===== src/ppdc_pkg.sv =====
// ----------------------------------------------------------------------------
// Packed pixel depth converter package
// Shared types, register indexes, depth codes and the pixel replication
// function used by the converter core and its submodules.
// ----------------------------------------------------------------------------
package ppdc_pkg;

    localparam int BYTE_W          = 8;
    localparam int CFG_IDX_W       = 3;
    localparam int CFG_DATA_W      = 13;
    localparam int DIM_CMP_W       = 17;
    localparam int MAX_WIDTH_DEF   = 4096;
    localparam int MAX_HEIGHT_DEF  = 4096;

    // Depth codes: log2 of bits per pixel.
    localparam logic [1:0] DEPTH_1BPP = 2'd0;
    localparam logic [1:0] DEPTH_2BPP = 2'd1;
    localparam logic [1:0] DEPTH_4BPP = 2'd2;
    localparam logic [1:0] DEPTH_8BPP = 2'd3;

    typedef enum logic [CFG_IDX_W-1:0] {
        CFG_SRC_DEPTH = 3'd0,
        CFG_DST_DEPTH = 3'd1,
        CFG_SRC_START = 3'd2,
        CFG_DST_START = 3'd3,
        CFG_ROW_WIDTH = 3'd4,
        CFG_ROW_COUNT = 3'd5
    } t_cfg_idx;

    typedef struct packed {
        logic [1:0] src_shift;
        logic [1:0] dst_shift;
        logic [2:0] src_start;
        logic [2:0] dst_start;
    } t_cfg_fmt;

    typedef struct packed {
        logic [BYTE_W-1:0] dst_byte;
        logic [BYTE_W-1:0] write_mask;
        logic              row_end;
        logic              frame_end;
        logic              last_of_run;
    } t_dst_item;

    // Takes a pixel held in the top bits of a byte and repeats it until the
    // whole byte is filled. The top bits of the result are the pixel at any
    // deeper depth, and truncation to a shallower depth keeps its top bits.
    function automatic logic [BYTE_W-1:0] rep_pixel(input logic [BYTE_W-1:0] aligned,
                                                    input logic [1:0] shift);
        logic [BYTE_W-1:0] res;
        case (shift)
            DEPTH_1BPP: begin
                res = {8{aligned[7]}};
            end
            DEPTH_2BPP: begin
                res = {4{aligned[7:6]}};
            end
            DEPTH_4BPP: begin
                res = {2{aligned[7:4]}};
            end
            default: begin
                res = aligned;
            end
        endcase
        return res;
    endfunction

endpackage


===== src/ppdc_if.sv =====
// ----------------------------------------------------------------------------
// Packed pixel depth converter stream interfaces
// Valid/ready channels for source bytes and for destination byte results.
// ----------------------------------------------------------------------------
interface ppdc_src_if;
    logic                           valid;
    logic                           ready;
    logic [ppdc_pkg::BYTE_W-1:0]    src_byte;

    modport source (output valid, output src_byte, input ready);
    modport sink   (input valid, input src_byte, output ready);
endinterface

interface ppdc_dst_if;
    logic                           valid;
    logic                           ready;
    logic [ppdc_pkg::BYTE_W-1:0]    dst_byte;
    logic [ppdc_pkg::BYTE_W-1:0]    write_mask;
    logic                           row_end;
    logic                           frame_end;
    logic                           last_of_run;

    modport source (output valid, output dst_byte, output write_mask, output row_end,
                    output frame_end, output last_of_run, input ready);
    modport sink   (input valid, input dst_byte, input write_mask, input row_end,
                    input frame_end, input last_of_run, output ready);
endinterface


===== src/packed_pixel_depth_converter_core.sv =====
// ----------------------------------------------------------------------------
// Packed pixel depth converter core
// Repacks a stream of packed source bytes at 1, 2, 4 or 8 bits per pixel into
// destination bytes of another depth, with write masks and row/frame flags.
//
//   Channel   Direction  Transfer unit         Payload
//   i_src     in         one source byte       src_byte
//   o_dst     out        one destination byte  dst_byte, write_mask, row_end,
//                                              frame_end, last_of_run
//   i_cfg_*   in         one register write    index, data (13 bits)
//
// A source byte is worked off in repacking runs, one run per cycle while the
// result channel does not stall: one run for each destination byte it produces,
// plus one run if its last pixels only partly fill a destination byte.
// A byte that produces no result still takes one run.
// The next source byte is taken in the cycle the current one finishes.
// Reset is synchronous; all registers but the source byte and result data reset.
// A stalled result channel holds the engine; one result waits in the output
// register while the engine prepares the next.
// ----------------------------------------------------------------------------
module packed_pixel_depth_converter_core #(
    parameter int MAX_WIDTH  = ppdc_pkg::MAX_WIDTH_DEF,
    parameter int MAX_HEIGHT = ppdc_pkg::MAX_HEIGHT_DEF
) (
    input  logic                                i_clk,
    input  logic                                i_rst_n,
    input  logic                                i_cfg_wr_en,
    input  logic [ppdc_pkg::CFG_IDX_W-1:0]      i_cfg_idx,
    input  logic [ppdc_pkg::CFG_DATA_W-1:0]     i_cfg_data,
    ppdc_src_if.sink                            i_src,
    ppdc_dst_if.source                          o_dst
);

    localparam int PW = $clog2(MAX_WIDTH + 1);
    localparam int HW = $clog2(MAX_HEIGHT + 1);

    ppdc_pkg::t_cfg_fmt     fmt;
    logic [PW-1:0]          width;
    logic [HW-1:0]          count;
    logic                   res_valid;
    logic                   res_ready;
    ppdc_pkg::t_dst_item    res;

    ppdc_cfg #(
        .MAX_WIDTH  (MAX_WIDTH),
        .MAX_HEIGHT (MAX_HEIGHT)
    ) u_cfg (
        .i_clk       (i_clk),
        .i_rst_n     (i_rst_n),
        .i_cfg_wr_en (i_cfg_wr_en),
        .i_cfg_idx   (i_cfg_idx),
        .i_cfg_data  (i_cfg_data),
        .o_fmt       (fmt),
        .o_width     (width),
        .o_count     (count)
    );

    ppdc_engine #(
        .MAX_WIDTH  (MAX_WIDTH),
        .MAX_HEIGHT (MAX_HEIGHT)
    ) u_engine (
        .i_clk       (i_clk),
        .i_rst_n     (i_rst_n),
        .i_fmt       (fmt),
        .i_width     (width),
        .i_count     (count),
        .i_in_valid  (i_src.valid),
        .o_in_ready  (i_src.ready),
        .i_in_byte   (i_src.src_byte),
        .o_res_valid (res_valid),
        .i_res_ready (res_ready),
        .o_res       (res)
    );

    ppdc_out u_out (
        .i_clk   (i_clk),
        .i_rst_n (i_rst_n),
        .i_valid (res_valid),
        .o_ready (res_ready),
        .i_item  (res),
        .o_dst   (o_dst)
    );

endmodule


===== src/ppdc_cfg.sv =====
// ----------------------------------------------------------------------------
// Packed pixel depth converter configuration registers
// Holds the format registers and the clipped row width and row count.
// ----------------------------------------------------------------------------
module ppdc_cfg #(
    parameter int MAX_WIDTH  = ppdc_pkg::MAX_WIDTH_DEF,
    parameter int MAX_HEIGHT = ppdc_pkg::MAX_HEIGHT_DEF,
    localparam int PW = $clog2(MAX_WIDTH + 1),
    localparam int HW = $clog2(MAX_HEIGHT + 1)
) (
    input  logic                                i_clk,
    input  logic                                i_rst_n,
    input  logic                                i_cfg_wr_en,
    input  logic [ppdc_pkg::CFG_IDX_W-1:0]      i_cfg_idx,
    input  logic [ppdc_pkg::CFG_DATA_W-1:0]     i_cfg_data,
    output ppdc_pkg::t_cfg_fmt                  o_fmt,
    output logic [PW-1:0]                       o_width,
    output logic [HW-1:0]                       o_count
);

    localparam logic [ppdc_pkg::DIM_CMP_W-1:0] MW = ppdc_pkg::DIM_CMP_W'(MAX_WIDTH);
    localparam logic [ppdc_pkg::DIM_CMP_W-1:0] MH = ppdc_pkg::DIM_CMP_W'(MAX_HEIGHT);

    ppdc_pkg::t_cfg_fmt                 r_fmt;
    logic [PW-1:0]                      r_width;
    logic [HW-1:0]                      r_count;
    logic [ppdc_pkg::DIM_CMP_W-1:0]     data_ext;
    logic [PW-1:0]                      n_width;
    logic [HW-1:0]                      n_count;

    // A zero dimension counts as one, and anything above the maximum saturates.
    assign data_ext = ppdc_pkg::DIM_CMP_W'(i_cfg_data);

    always_comb begin
        if (data_ext == '0) begin
            n_width = PW'(1);
            n_count = HW'(1);
        end else begin
            n_width = (data_ext > MW) ? PW'(MW) : PW'(data_ext);
            n_count = (data_ext > MH) ? HW'(MH) : HW'(data_ext);
        end
    end

    always_ff @(posedge i_clk) begin
        if (!i_rst_n) begin
            r_fmt.src_shift <= ppdc_pkg::DEPTH_1BPP;
            r_fmt.dst_shift <= ppdc_pkg::DEPTH_8BPP;
            r_fmt.src_start <= '0;
            r_fmt.dst_start <= '0;
            r_width         <= PW'(1);
            r_count         <= HW'(1);
        end else if (i_cfg_wr_en) begin
            case (ppdc_pkg::t_cfg_idx'(i_cfg_idx))
                ppdc_pkg::CFG_SRC_DEPTH: begin
                    r_fmt.src_shift <= i_cfg_data[1:0];
                end
                ppdc_pkg::CFG_DST_DEPTH: begin
                    r_fmt.dst_shift <= i_cfg_data[1:0];
                end
                ppdc_pkg::CFG_SRC_START: begin
                    r_fmt.src_start <= i_cfg_data[2:0];
                end
                ppdc_pkg::CFG_DST_START: begin
                    r_fmt.dst_start <= i_cfg_data[2:0];
                end
                ppdc_pkg::CFG_ROW_WIDTH: begin
                    r_width <= n_width;
                end
                ppdc_pkg::CFG_ROW_COUNT: begin
                    r_count <= n_count;
                end
                default: begin
                end
            endcase
        end
    end

    assign o_fmt   = r_fmt;
    assign o_width = r_width;
    assign o_count = r_count;

endmodule


===== src/ppdc_engine.sv =====
// ----------------------------------------------------------------------------
// Packed pixel depth converter repacking engine
// Holds one source byte and, each cycle unless a result stalls, moves a run of
// pixels into the destination accumulator through eight parallel pixel lanes,
// ending the run at a full destination byte, the row's end or the byte's end.
// ----------------------------------------------------------------------------
module ppdc_engine #(
    parameter int MAX_WIDTH  = ppdc_pkg::MAX_WIDTH_DEF,
    parameter int MAX_HEIGHT = ppdc_pkg::MAX_HEIGHT_DEF,
    localparam int PW = $clog2(MAX_WIDTH + 1),
    localparam int HW = $clog2(MAX_HEIGHT + 1)
) (
    input  logic                            i_clk,
    input  logic                            i_rst_n,
    input  ppdc_pkg::t_cfg_fmt              i_fmt,
    input  logic [PW-1:0]                   i_width,
    input  logic [HW-1:0]                   i_count,
    input  logic                            i_in_valid,
    output logic                            o_in_ready,
    input  logic [ppdc_pkg::BYTE_W-1:0]     i_in_byte,
    output logic                            o_res_valid,
    input  logic                            i_res_ready,
    output ppdc_pkg::t_dst_item             o_res
);

    logic                           r_busy;
    logic                           r_fresh;
    logic [ppdc_pkg::BYTE_W-1:0]    r_byte;
    logic [3:0]                     r_s;
    logic [2:0]                     r_d;
    logic [ppdc_pkg::BYTE_W-1:0]    r_acc;
    logic [ppdc_pkg::BYTE_W-1:0]    r_macc;
    logic [PW-1:0]                  r_pd;
    logic [HW-1:0]                  r_rd;

    logic [3:0]                     sppb;
    logic [3:0]                     dppb;
    logic [3:0]                     dbits;
    logic [ppdc_pkg::BYTE_W-1:0]    top_mask;
    logic                           pd_zero;
    logic [3:0]                     s_eff;
    logic [2:0]                     d_eff;
    logic [ppdc_pkg::BYTE_W-1:0]    acc_eff;
    logic [ppdc_pkg::BYTE_W-1:0]    macc_eff;
    logic [PW-1:0]                  rem_full;
    logic [PW+3:0]                  rem_ext;
    logic [3:0]                     rem8;
    logic [3:0]                     room_src;
    logic [3:0]                     room_dst;
    logic [3:0]                     k;
    logic                           row_done;
    logic                           dst_full;
    logic                           byte_done;
    logic                           emit;
    logic                           more;
    logic [3:0]                     src_left;
    logic [3:0]                     rem_after;
    logic [HW:0]                    rd_inc;
    logic                           frame_done;
    logic [PW:0]                    pd_sum;
    logic [ppdc_pkg::BYTE_W-1:0]    lane_data;
    logic [ppdc_pkg::BYTE_W-1:0]    lane_mask;
    logic [ppdc_pkg::BYTE_W-1:0]    acc_new;
    logic [ppdc_pkg::BYTE_W-1:0]    macc_new;
    logic                           fire;
    logic                           in_acc;

    assign sppb     = 4'd8 >> i_fmt.src_shift;
    assign dppb     = 4'd8 >> i_fmt.dst_shift;
    assign dbits    = 4'd1 << i_fmt.dst_shift;
    assign top_mask = ~(8'hFF >> dbits);

    // A byte that arrives with no pixels done in the row opens a new row.
    assign pd_zero  = (r_pd == '0);
    assign s_eff    = r_fresh ? (pd_zero ? {1'b0, i_fmt.src_start & (sppb[2:0] - 3'd1)} : 4'd0)
                              : r_s;
    assign d_eff    = pd_zero ? (i_fmt.dst_start & (dppb[2:0] - 3'd1))
                              : (r_d & (dppb[2:0] - 3'd1));
    assign acc_eff  = pd_zero ? '0 : r_acc;
    assign macc_eff = pd_zero ? '0 : r_macc;

    // Pixels left in the row, saturated at fifteen; a count already at or past the
    // width ends the row on the next pixel.
    assign rem_full = i_width - r_pd;
    assign rem_ext  = (PW + 4)'(rem_full);
    always_comb begin
        if (r_pd >= i_width) begin
            rem8 = 4'd1;
        end else if (rem_ext > (PW + 4)'(15)) begin
            rem8 = 4'd15;
        end else begin
            rem8 = rem_ext[3:0];
        end
    end

    assign room_src = sppb - s_eff;
    assign room_dst = dppb - {1'b0, d_eff};

    always_comb begin
        k = room_src;
        if (room_dst < k) begin
            k = room_dst;
        end
        if (rem8 < k) begin
            k = rem8;
        end
    end

    assign row_done  = (k == rem8);
    assign dst_full  = (({1'b0, d_eff} + k) == dppb);
    assign byte_done = ((s_eff + k) == sppb) || row_done;
    assign emit      = row_done || dst_full;

    // After an early result the next run starts on a fresh destination byte,
    // so a further result follows if the byte still fills one or ends the row.
    assign src_left  = sppb - (s_eff + k);
    assign rem_after = rem8 - k;
    assign more      = !byte_done && ((src_left >= dppb) || (rem_after <= src_left));

    assign rd_inc     = (HW + 1)'(r_rd) + (HW + 1)'(1);
    assign frame_done = row_done && (rd_inc >= (HW + 1)'(i_count));
    assign pd_sum     = (PW + 1)'(r_pd) + (PW + 1)'(k);

    always_comb begin
        logic [3:0]                     si;
        logic [2:0]                     di;
        logic [ppdc_pkg::BYTE_W-1:0]    aligned;
        logic [ppdc_pkg::BYTE_W-1:0]    pix;
        lane_data = '0;
        lane_mask = '0;
        for (int j = 0; j < 8; j++) begin
            si      = s_eff + 4'(j);
            di      = 3'(d_eff + 3'(j));
            aligned = r_byte << (6'(si[2:0]) << i_fmt.src_shift);
            pix     = ppdc_pkg::rep_pixel(aligned, i_fmt.src_shift) & top_mask;
            if (4'(j) < k) begin
                lane_data = lane_data | (pix >> (6'(di) << i_fmt.dst_shift));
                lane_mask = lane_mask | (top_mask >> (6'(di) << i_fmt.dst_shift));
            end
        end
    end

    assign acc_new  = acc_eff | lane_data;
    assign macc_new = macc_eff | lane_mask;

    assign fire       = r_busy && (!emit || i_res_ready);
    assign o_in_ready = !r_busy || (fire && byte_done);
    assign in_acc     = i_in_valid && o_in_ready;

    assign o_res_valid       = r_busy && emit;
    assign o_res.dst_byte    = acc_new;
    assign o_res.write_mask  = macc_new;
    assign o_res.row_end     = row_done;
    assign o_res.frame_end   = frame_done;
    assign o_res.last_of_run = !more;

    always_ff @(posedge i_clk) begin
        if (!i_rst_n) begin
            r_busy  <= 1'b0;
            r_fresh <= 1'b0;
            r_s     <= '0;
            r_d     <= '0;
            r_acc   <= '0;
            r_macc  <= '0;
            r_pd    <= '0;
            r_rd    <= '0;
        end else begin
            if (in_acc) begin
                r_busy  <= 1'b1;
                r_fresh <= 1'b1;
            end else if (fire) begin
                r_fresh <= 1'b0;
                if (byte_done) begin
                    r_busy <= 1'b0;
                end
            end
            if (fire) begin
                r_s <= s_eff + k;
                if (emit) begin
                    r_acc  <= '0;
                    r_macc <= '0;
                    r_d    <= '0;
                end else begin
                    r_acc  <= acc_new;
                    r_macc <= macc_new;
                    r_d    <= 3'({1'b0, d_eff} + k);
                end
                if (row_done) begin
                    r_pd <= '0;
                    r_rd <= frame_done ? '0 : HW'(rd_inc);
                end else begin
                    r_pd <= PW'(pd_sum);
                end
            end
        end
    end

    always_ff @(posedge i_clk) begin
        if (in_acc) begin
            r_byte <= i_in_byte;
        end
    end

    // Every run moves at least one pixel and never more than a byte holds.
    a_run_length: assert property (@(posedge i_clk) disable iff (!i_rst_n)
        r_busy |-> (k != 4'd0) && (k <= 4'd8))
        else $error("repack run length out of range");

    // A run that leaves pixels in the byte must have produced a result.
    a_mid_byte_emits: assert property (@(posedge i_clk) disable iff (!i_rst_n)
        (fire && !byte_done) |-> emit)
        else $error("run stopped mid byte without a result");

    // After a mid-byte result the engine carries on with the same byte.
    a_mid_byte_continue: assert property (@(posedge i_clk) disable iff (!i_rst_n)
        (fire && !byte_done) |=> (r_busy && !r_fresh && (r_s != 4'd0)))
        else $error("engine lost its place in the source byte");

    // The frame can only end where a row ends.
    a_frame_on_row: assert property (@(posedge i_clk) disable iff (!i_rst_n)
        (o_res_valid && o_res.frame_end) |-> o_res.row_end)
        else $error("frame end without row end");

endmodule


===== src/ppdc_out.sv =====
// ----------------------------------------------------------------------------
// Packed pixel depth converter output register
// Registers each destination byte result and presents it on the result
// channel until it is transferred.
// ----------------------------------------------------------------------------
module ppdc_out (
    input  logic                    i_clk,
    input  logic                    i_rst_n,
    input  logic                    i_valid,
    output logic                    o_ready,
    input  ppdc_pkg::t_dst_item     i_item,
    ppdc_dst_if.source              o_dst
);

    logic                   r_valid;
    ppdc_pkg::t_dst_item    r_item;

    assign o_ready = !r_valid || o_dst.ready;

    always_ff @(posedge i_clk) begin
        if (!i_rst_n) begin
            r_valid <= 1'b0;
        end else if (o_ready) begin
            r_valid <= i_valid;
        end
    end

    always_ff @(posedge i_clk) begin
        if (o_ready && i_valid) begin
            r_item <= i_item;
        end
    end

    assign o_dst.valid       = r_valid;
    assign o_dst.dst_byte    = r_item.dst_byte;
    assign o_dst.write_mask  = r_item.write_mask;
    assign o_dst.row_end     = r_item.row_end;
    assign o_dst.frame_end   = r_item.frame_end;
    assign o_dst.last_of_run = r_item.last_of_run;

endmodule

===== src/flat_wrapper.sv =====
// flat-port wrapper written by rule: the top's interface ports become plain ports
module packed_pixel_depth_converter_core_flat 
#(
    parameter int MAX_WIDTH  = ppdc_pkg::MAX_WIDTH_DEF,
    parameter int MAX_HEIGHT = ppdc_pkg::MAX_HEIGHT_DEF
)
  (i_clk, i_rst_n, i_cfg_wr_en, i_cfg_idx, i_cfg_data, i_src_valid, i_src_src_byte, i_src_ready, o_dst_valid, o_dst_dst_byte, o_dst_write_mask, o_dst_row_end, o_dst_frame_end, o_dst_last_of_run, o_dst_ready);
  ppdc_src_if i_src_i ();
  ppdc_dst_if o_dst_i ();
  input  logic i_clk;
  input  logic i_rst_n;
  input  logic i_cfg_wr_en;
  input  logic [ppdc_pkg::CFG_IDX_W-1:0] i_cfg_idx;
  input  logic [ppdc_pkg::CFG_DATA_W-1:0] i_cfg_data;
  input wire logic [$bits(i_src_i.valid)-1:0] i_src_valid;
  input wire logic [$bits(i_src_i.src_byte)-1:0] i_src_src_byte;
  output wire logic [$bits(i_src_i.ready)-1:0] i_src_ready;
  output wire logic [$bits(o_dst_i.valid)-1:0] o_dst_valid;
  output wire logic [$bits(o_dst_i.dst_byte)-1:0] o_dst_dst_byte;
  output wire logic [$bits(o_dst_i.write_mask)-1:0] o_dst_write_mask;
  output wire logic [$bits(o_dst_i.row_end)-1:0] o_dst_row_end;
  output wire logic [$bits(o_dst_i.frame_end)-1:0] o_dst_frame_end;
  output wire logic [$bits(o_dst_i.last_of_run)-1:0] o_dst_last_of_run;
  input wire logic [$bits(o_dst_i.ready)-1:0] o_dst_ready;
  assign i_src_i.valid = i_src_valid;
  assign i_src_i.src_byte = i_src_src_byte;
  assign i_src_ready = i_src_i.ready;
  assign o_dst_valid = o_dst_i.valid;
  assign o_dst_dst_byte = o_dst_i.dst_byte;
  assign o_dst_write_mask = o_dst_i.write_mask;
  assign o_dst_row_end = o_dst_i.row_end;
  assign o_dst_frame_end = o_dst_i.frame_end;
  assign o_dst_last_of_run = o_dst_i.last_of_run;
  assign o_dst_i.ready = o_dst_ready;
  packed_pixel_depth_converter_core #(.MAX_WIDTH(MAX_WIDTH), .MAX_HEIGHT(MAX_HEIGHT)) u_core (.i_clk(i_clk), .i_rst_n(i_rst_n), .i_cfg_wr_en(i_cfg_wr_en), .i_cfg_idx(i_cfg_idx), .i_cfg_data(i_cfg_data), .i_src(i_src_i), .o_dst(o_dst_i));
endmodule

===== config.mk =====
export PLATFORM = sky130hd
export DESIGN_NAME = packed_pixel_depth_converter_core_flat
export DESIGN_NICKNAME = d
export VERILOG_FILES = /design/src/ppdc_pkg.sv /design/src/ppdc_if.sv /design/src/packed_pixel_depth_converter_core.sv /design/src/ppdc_cfg.sv /design/src/ppdc_engine.sv /design/src/ppdc_out.sv /design/src/flat_wrapper.sv
export SDC_FILE = /design/constraint.sdc
export NUM_CORES = 1
export LEC_CHECK = 0
export ABC_AREA = 1
export BUFFER_PORTS_ARGS = -buffer_cell sky130_fd_sc_hd__buf_2
export CORE_ASPECT_RATIO = 1.2
export CORE_MARGIN = 2
export CORE_UTILIZATION = 30
export CTS_CLUSTER_DIAMETER = 150
export DETAILED_ROUTE_END_ITERATION = 10
export RECOVER_POWER = 25
export SETUP_SLACK_MARGIN = 0.15
export SLEW_MARGIN = 30
export SYNTH_ARGS = -nofsm -noshare
export SYNTH_HDL_FRONTEND = slang
export SYNTH_SLANG_ARGS = --single-unit

===== constraint.sdc =====
create_clock -name i_clk -period 17.6 [get_ports i_clk]
set_input_delay 2.64 -clock i_clk [delete_from_list [all_inputs] [get_ports i_clk]]
set_output_delay 2.64 -clock i_clk [all_outputs]
set_load 0.005 [all_outputs]

Yosys cells after proc, flatten, opt, wreduce, memory -nomap -nowiden
Index checks and enable logic that the tools add are counted.
{"block": "op_classes", "eq_ne": 10, "add_sub_neg": 25, "n_lt_le_gt_ge": 16, "bitwise_logic": 28, "n_shift": 44, "div_mod_pow": 0, "n_mul": 0, "muxes": 45, "reduce_logical": 32}
{"cell": "$pmux 7 s3", "n": 8}
{"cell": "$mux 8", "n": 20}
{"cell": "$or 8x8->8", "n": 16}
{"cell": "$shr 8x6->8", "n": 16}
{"cell": "$shl 3x2->6", "n": 16}
{"cell": "$and 8x8->8", "n": 8}
{"cell": "$shl 8x6->8", "n": 8}
{"cell": "$mux 13", "n": 4}
{"cell": "$add 3x3->3 const B", "n": 8}
{"cell": "$mux 4", "n": 5}
{"cell": "$logic_not 17->1", "n": 1}
{"cell": "$lt 3x4->1 const A", "n": 4}
{"cell": "$reduce_and 2->1", "n": 8}
{"cell": "$add 13x1->14 const B", "n": 1}
{"cell": "$ge 14x13->1", "n": 1}
{"cell": "$add 13x4->13", "n": 1}
{"cell": "$ge 13x13->1", "n": 1}
{"cell": "$gt 13x13->1 const B", "n": 1}
{"cell": "$gt 13x4->1 const B", "n": 1}
{"cell": "$logic_not 13->1", "n": 1}
{"cell": "$sub 13x13->13", "n": 1}
{"cell": "$add 3x2->3 const B", "n": 4}
{"cell": "$eq 4x4->1", "n": 3}
{"cell": "$sub 4x4->4", "n": 3}
{"cell": "28 further kinds", "n": 60}
{"block": "totals", "ff_bits": 115, "latchBits": 0, "in_bits": 29, "memories": 0, "mem_bits_rw": 0, "out_inout_bits": 21, "elab_cells": 221, "mem_bits_ro": 0}

Longest topological paths before layout
{"block": "logic_depth", "depth_word": 28, "mapped_depth": 44, "depth_no_buf": 43}

Modules after synthesis
From an unflattened synthesis, not the netlist that was laid out.
{"block": "hier_totals", "cells_unflattened": 2628, "area_unflattened_um2": 15033.2}
{"mod": "ppdc_engine", "instances": 1, "cells_each": 2432, "area_each_um2": 13041.3}
{"mod": "ppdc_cfg", "instances": 1, "cells_each": 170, "area_each_um2": 1370.1}
{"mod": "ppdc_out", "instances": 1, "cells_each": 26, "area_each_um2": 621.8}

Least setup slack after synthesis
OpenSTA, ideal clock, no wires.
{"block": "synth_timing", "path_kind": "register -> output", "startpoint": "register u_core.u_cfg.r_fmt, in the netlist u_core.u_cfg.o_fmt[7]", "endpoint": "output i_src_ready", "path_stages_with_launch": 30, "n_path_buf": 2, "arrival_ns": 5.676, "slack_ns": 9.284, "cell_sequence": "dfxtp_1 -> buf_2 -> clkinv_1 -> clkbuf_1 -> ha_1 -> nand3_4 -> xor2_1 -> a31oi_1 -> xor2_1 -> ha_1 -> inv_1 -> a21oi_1 -> nand2_2 -> nand2_1 -> o21a_1 -> inv_2 -> ha_1 -> a21oi_1 -> nand3_1 -> nand2_2 -> ha_1 -> inv_1 -> fa_1 -> inv_1 -> nand2_1 -> nand4_1 -> o41ai_1 -> a21oi_1 -> a21oi_1 -> inv_1"}
{"block": "synth_between", "elab_chain_len": 17, "word_cells_on_any_way": 22, "classes_between": "add/sub (4); order compare (2); eq/ne (3); shift (1); mux (3); bitwise (2); reduce/logical (7)"}
{"element": "start, declared", "line_no": "ppdc_cfg.sv:24", "text": "ppdc_pkg::t_cfg_fmt r_fmt;"}
{"element": "$shr 4x2->4 *", "line_no": "ppdc_engine.sv:69", "text": "assign dppb = 4'd8 >> i_fmt.dst_shift;"}
{"element": "$sub 3x1->3", "line_no": "ppdc_engine.sv:77, ppdc_engine.sv:78"}
{"element": "$and 3x3->3 (on tied branches)", "line_no": "ppdc_engine.sv:78, ppdc_engine.sv:77"}
{"element": "$mux 3", "line_no": "ppdc_engine.sv:77", "text": "assign d_eff = pd_zero ? (i_fmt.dst_start & (dppb[2:0] - 3'd1))"}
{"element": "$sub 4x3->4", "line_no": "ppdc_engine.sv:97", "text": "assign room_dst = dppb - {1'b0, d_eff};"}
{"element": "$lt 4x4->1", "line_no": "ppdc_engine.sv:101", "text": "if (room_dst < k) begin"}
{"element": "$mux 4", "line_no": "ppdc_engine.sv:101"}
{"element": "$lt 4x4->1", "line_no": "ppdc_engine.sv:104", "text": "if (rem8 < k) begin"}
{"element": "$mux 4", "line_no": "ppdc_engine.sv:104"}
{"element": "$add 3x4->4"}
{"element": "$eq 4x4->1", "line_no": "ppdc_engine.sv:110", "text": "assign dst_full = (({1'b0, d_eff} + k) == dppb);"}
{"element": "$logic_or 1x1->1", "line_no": "ppdc_engine.sv:112", "text": "assign emit = row_done || dst_full;"}
{"element": "$logic_not 1->1", "line_no": "ppdc_engine.sv:146", "text": "assign fire = r_busy && (!emit || i_res_ready);"}
{"element": "$logic_or 1x1->1", "line_no": "ppdc_engine.sv:146"}
{"element": "$logic_and 1x1->1", "line_no": "ppdc_engine.sv:146"}
{"element": "$logic_and 1x1->1 *", "line_no": "ppdc_engine.sv:147", "text": "assign o_in_ready = !r_busy || (fire && byte_done);"}
{"element": "$logic_or 1x1->1 *", "line_no": "ppdc_engine.sv:147"}
{"element": "end, declared", "line_no": "flat_wrapper.sv:17", "text": "output wire logic [$bits(i_src_i.ready)-1:0] i_src_ready;"}
Mark *: on every way between the ends. The rest lies on a longest branch, timed or not.

Final worst setup path
Same ends and word-level chain as after synthesis.

==> results_dict.tcl <==
set metrics [dict create \
    seqPwrFrac_pct 11.1 \
    place_inst 3199 \
    ys.warnings.count 0 \
    max_freq_ghz 0.102 \
    p_clk_share_pct 10.4 \
    tritoncts "built" \
    hold_buffers 0 \
    post-place-ws_ns 8.33 \
    worstReg2RegStart "u_core.u_cfg.o_fmt[7]" \
    crit_path_max_incr_delay_ns 0.59 \
    wl_per_cell_um 18.7 \
    tightestPinTransition_ns 1.65 \
    yosys.area_share.simple_pct 47.1 \
    synth_top_family_by_area "simple AND/OR/NAND/NOR gates" \
    grt_pass1_wl_um 93100 \
    port_buffers 49 \
    synth-compound-area-share_pct 15.1 \
    combPwrFrac_pct 78.6 \
    vias_per_cell 5.36 \
    clk_pin_slew_ns 0.06 \
    cp_slowest_cell "o41ai_1" \
    yosysTopAreaCell "nand2_1" \
    max_slew_margin_pct -10.2 \
    cts.sinks 115 \
    violations "max-capacitance violations, max-slew violations" \
    die_h_um 247 \
    p_leak_nw 7.92 \
    critical_path_required_ns 14.96 \
    grt_overflow 0 \
    timing.final.ws_setup_ns 7.82 \
    die_x_um 206 \
    syn_inst 2580 \
    rsz0062_at_grt "no" \
    drive_above_1_share_pct 9.11 \
    finalMaxSlewViolations 40 \
    finClkSkew_ns 0.0103 \
    path_class "register to primary output" \
    p_int_mw 1.45 \
    cts_root_buf "clkbuf_16" \
    num_rows 88 \
    startpoint "u_core.u_cfg.o_fmt[7]" \
    synth_seq_area_share_pct 17.5 \
    peakVddDrop_v 0.000169 \
    min_from "u_core.u_engine.r_d[0]" \
    cts_setup_buffers 0 \
    synth_nets 2694 \
    cts-resized-gates 0 \
    numCtsBuffers 17 \
    hold_violations 0 \
    cap_violations 1 \
    multiInputGateArea_um2 10600 \
    finalCriticalPeriod_ns 9.78 \
    synth_xor_area_share_pct 2.14 \
    fin_cells 3231 \
    start_kind "register" \
    diodes 0 \
    synthAdderAreaFrac_pct 7.59 \
    powerDensity_nw_per_um2 219 \
    grt_max_degree 46 \
    nFillCells 5484 \
    synth_cell_types 68 \
    antenna_found_initial 0 \
    drc 0 \
    post-dp-hpwl_um 48400 \
    final_net_count 2702 \
    die-area_um2 50800 \
    grt_util_all_layers_pct 24.0 \
    final_core_util_pct 33.5 \
    vias 17300 \
    syn_area_um2 14700 \
    finalWirelength_um 60500 \
    cts.path.max_buffers 2 \
    critPathMaxFanout 24 \
    register_area_um2 2570 \
    status "complete, but fails checks" \
    finalInstanceArea_um2 16100 \
    core-area_um2 48200 \
    synthTopCellsByArea "nand2_1 19%, nand3_1 13%, dfxtp_1 12%, inv_1 7.1%, ha_1 6.6%" \
    io-pin-count 50 \
    grt_pass1_vias 16600 \
    clkLatencyLatePin_ns 0.44 \
    syn_area_per_cell_um2 5.70 \
    tns_ns 0 \
    setup_viol 0 \
    cts-htree-levels 4 \
    muxShareOfSynthArea_pct 0.0681 \
    gp_congestion 1.05 \
    swShare_pct 59.1 \
    start_util_pct 30.5 \
    end_kind "primary output" \
    postRouteAntennaNets 0 \
    synth_top_area_share_pct 19.3 \
    ys_async_sr_fraction_pct 0 \
    worst_hold_path_type "register to register" \
    drt_pass1_iterations 6 \
    switching_power_mw 2.09 \
    synth_seq_cells 115 \
    synthFlopType "dfxtp_1" \
    period_share_pct 55.5 \
    synth_edf_count 27 \
    area_growth_syn_to_layout_pct 9.73 \
    drt_iter0_markers 1676 \
    cp.arrival_ns 7.14 \
    postPlaceCellArea_um2 15500 \
]
-- power by group through the flow --
stage                     clock, mW  sequential (mW)  combinational, mW
after global routing          0.385            0.398               3.07
after floorplan                   0            0.394               1.96
final                         0.367            0.392               2.78
after CTS                     0.375            0.392               2.74
after detailed placement          0            0.397               2.73
after global placement            0            0.397               2.73
-- cell families (layout without fill, tap and decap cells) --
group,count (synthesis),count (layout)
AND/OR/NAND/NOR,1552,1552
AO/OA/AOI/OAI,400,400
buffers and inverters,392,413
flip-flops,115,115
adder cells (fa/ha/maj),85,85
XOR/XNOR,35,35
multiplexers,1,1
-- cell usage in the layout (no fill, tap or decap), drive strengths merged, types with 2 or more instances in the layout --
| cell | count |
|---|---|
| a21oi | 178 |
| o31ai | 3 |
| fa | 7 |
| nand3b | 6 |
| a2bb2oi | 2 |
| nor4 | 4 |
| o32ai | 4 |
| o21ai | 160 |
| dfxtp | 88 |
| nand3 | 394 |
| edfxtp | 27 |
| clkbuf | 27 |
| a22oi | 5 |
| xor2 | 23 |
| nor3 | 15 |
| o21a | 6 |
| a221oi | 2 |
| clkinv | 10 |
| nand2 | 809 |
| a211oi | 7 |
| o21bai | 2 |
| nand4 | 41 |
| a21boi | 4 |
| o211ai | 10 |
| bufinv | 2 |
| buf | 57 |
| a31oi | 6 |
| or2 | 8 |
| and2 | 4 |
| ha | 78 |
| nor2 | 268 |
| o2111ai | 2 |
| xnor2 | 12 |
| inv | 316 |
| o22ai | 3 |
-- synthesized netlist by cell type (4+ instances only) --
cell,number
a21oi_2,5
nand3_1,381
fa_1,7
o21ai_1,35
nand3b_1,6
a211oi_1,7
edfxtp_1,27
nor2_2,17
nand2_1,757
nand2_4,10
nand3_2,12
a21oi_1,172
a31oi_1,6
buf_4,5
buf_2,17
nand2_2,40
nor2_4,10
o32ai_1,4
ha_1,78
nor2_1,240
o21ai_2,5
nor4_1,4
a22oi_1,5
clkbuf_1,49
dfxtp_1,88
nand4_1,41
inv_1,277
inv_2,34
xor2_1,23
nor3_1,14
o21ai_0,120
o21a_1,6
o211ai_1,9
or2_1,6
and2_1,4
xnor2_1,11
-- per-stage QoR --
step,power [mW],hold slack (ns)
2_1_floorplan,2.36,0.430
3_3_place_gp,3.13,0.450
3_5_place_dp,3.12,0.455
4_1_cts,3.51,0.464
5_1_grt,3.85,0.485
6_report,3.54,0.463
-- sequential cells by signal, indices dropped and copies added (netlist names), 8 cells and up --
signal and flops:
u_core.u_engine.r_byte 8, u_core.u_cfg.o_fmt 10, u_core.u_out.o_dst.dst_byte 8, u_core.u_cfg.o_count 13, u_core.u_engine.r_rd 13, u_core.u_engine.r_pd 13
u_core.u_out.o_dst.write_mask 8, u_core.u_engine.r_acc 8, u_core.u_cfg.o_width 13, u_core.u_engine.r_macc 8
-- path summary, 6_finish.rpt --
check / to / slack (ns) / cells past startpoint
worst max-delay path: i_src_ready / 7.82 / 30
worst min-delay path: u_core.u_engine.r_d[0] / 0.46 / 2
worst max register to register: u_core.u_engine.r_pd[12] / 9.52 / 36
worst min register to register: u_core.u_engine.r_d[0] / 0.46 / 2
-- layout make-up --
type                            instances  area share (%)
Timing Repair Buffer                   64            2.16
Multi-Input combinational cell       2073            65.7
Clock inverter                         12           0.869
Sequential cell                       115            15.9
Clock buffer                           20            2.97
Inverter                              317            7.43
Tap cell                              630            4.89
-- critical path: cells and delay by family (launching register included) --
family	cells	cell delay (ns)
xor+xnor	2	0.44
buf+inv	9	1.54
flops	1	0.30
compound gates	7	1.90
fa+ha+maj	5	1.65
simple gates	7	0.88
-- metal layers --
metal  routed length [µm]  part of all wire, %  GRT usage, %
met2                28700                   48          40.7
met1                24100                   40          28.5
met4                 3720                  6.2          13.9
met3                 3950                  6.5          3.77
met5                    0                    0             0
Power figures use the tool's default switching activity.
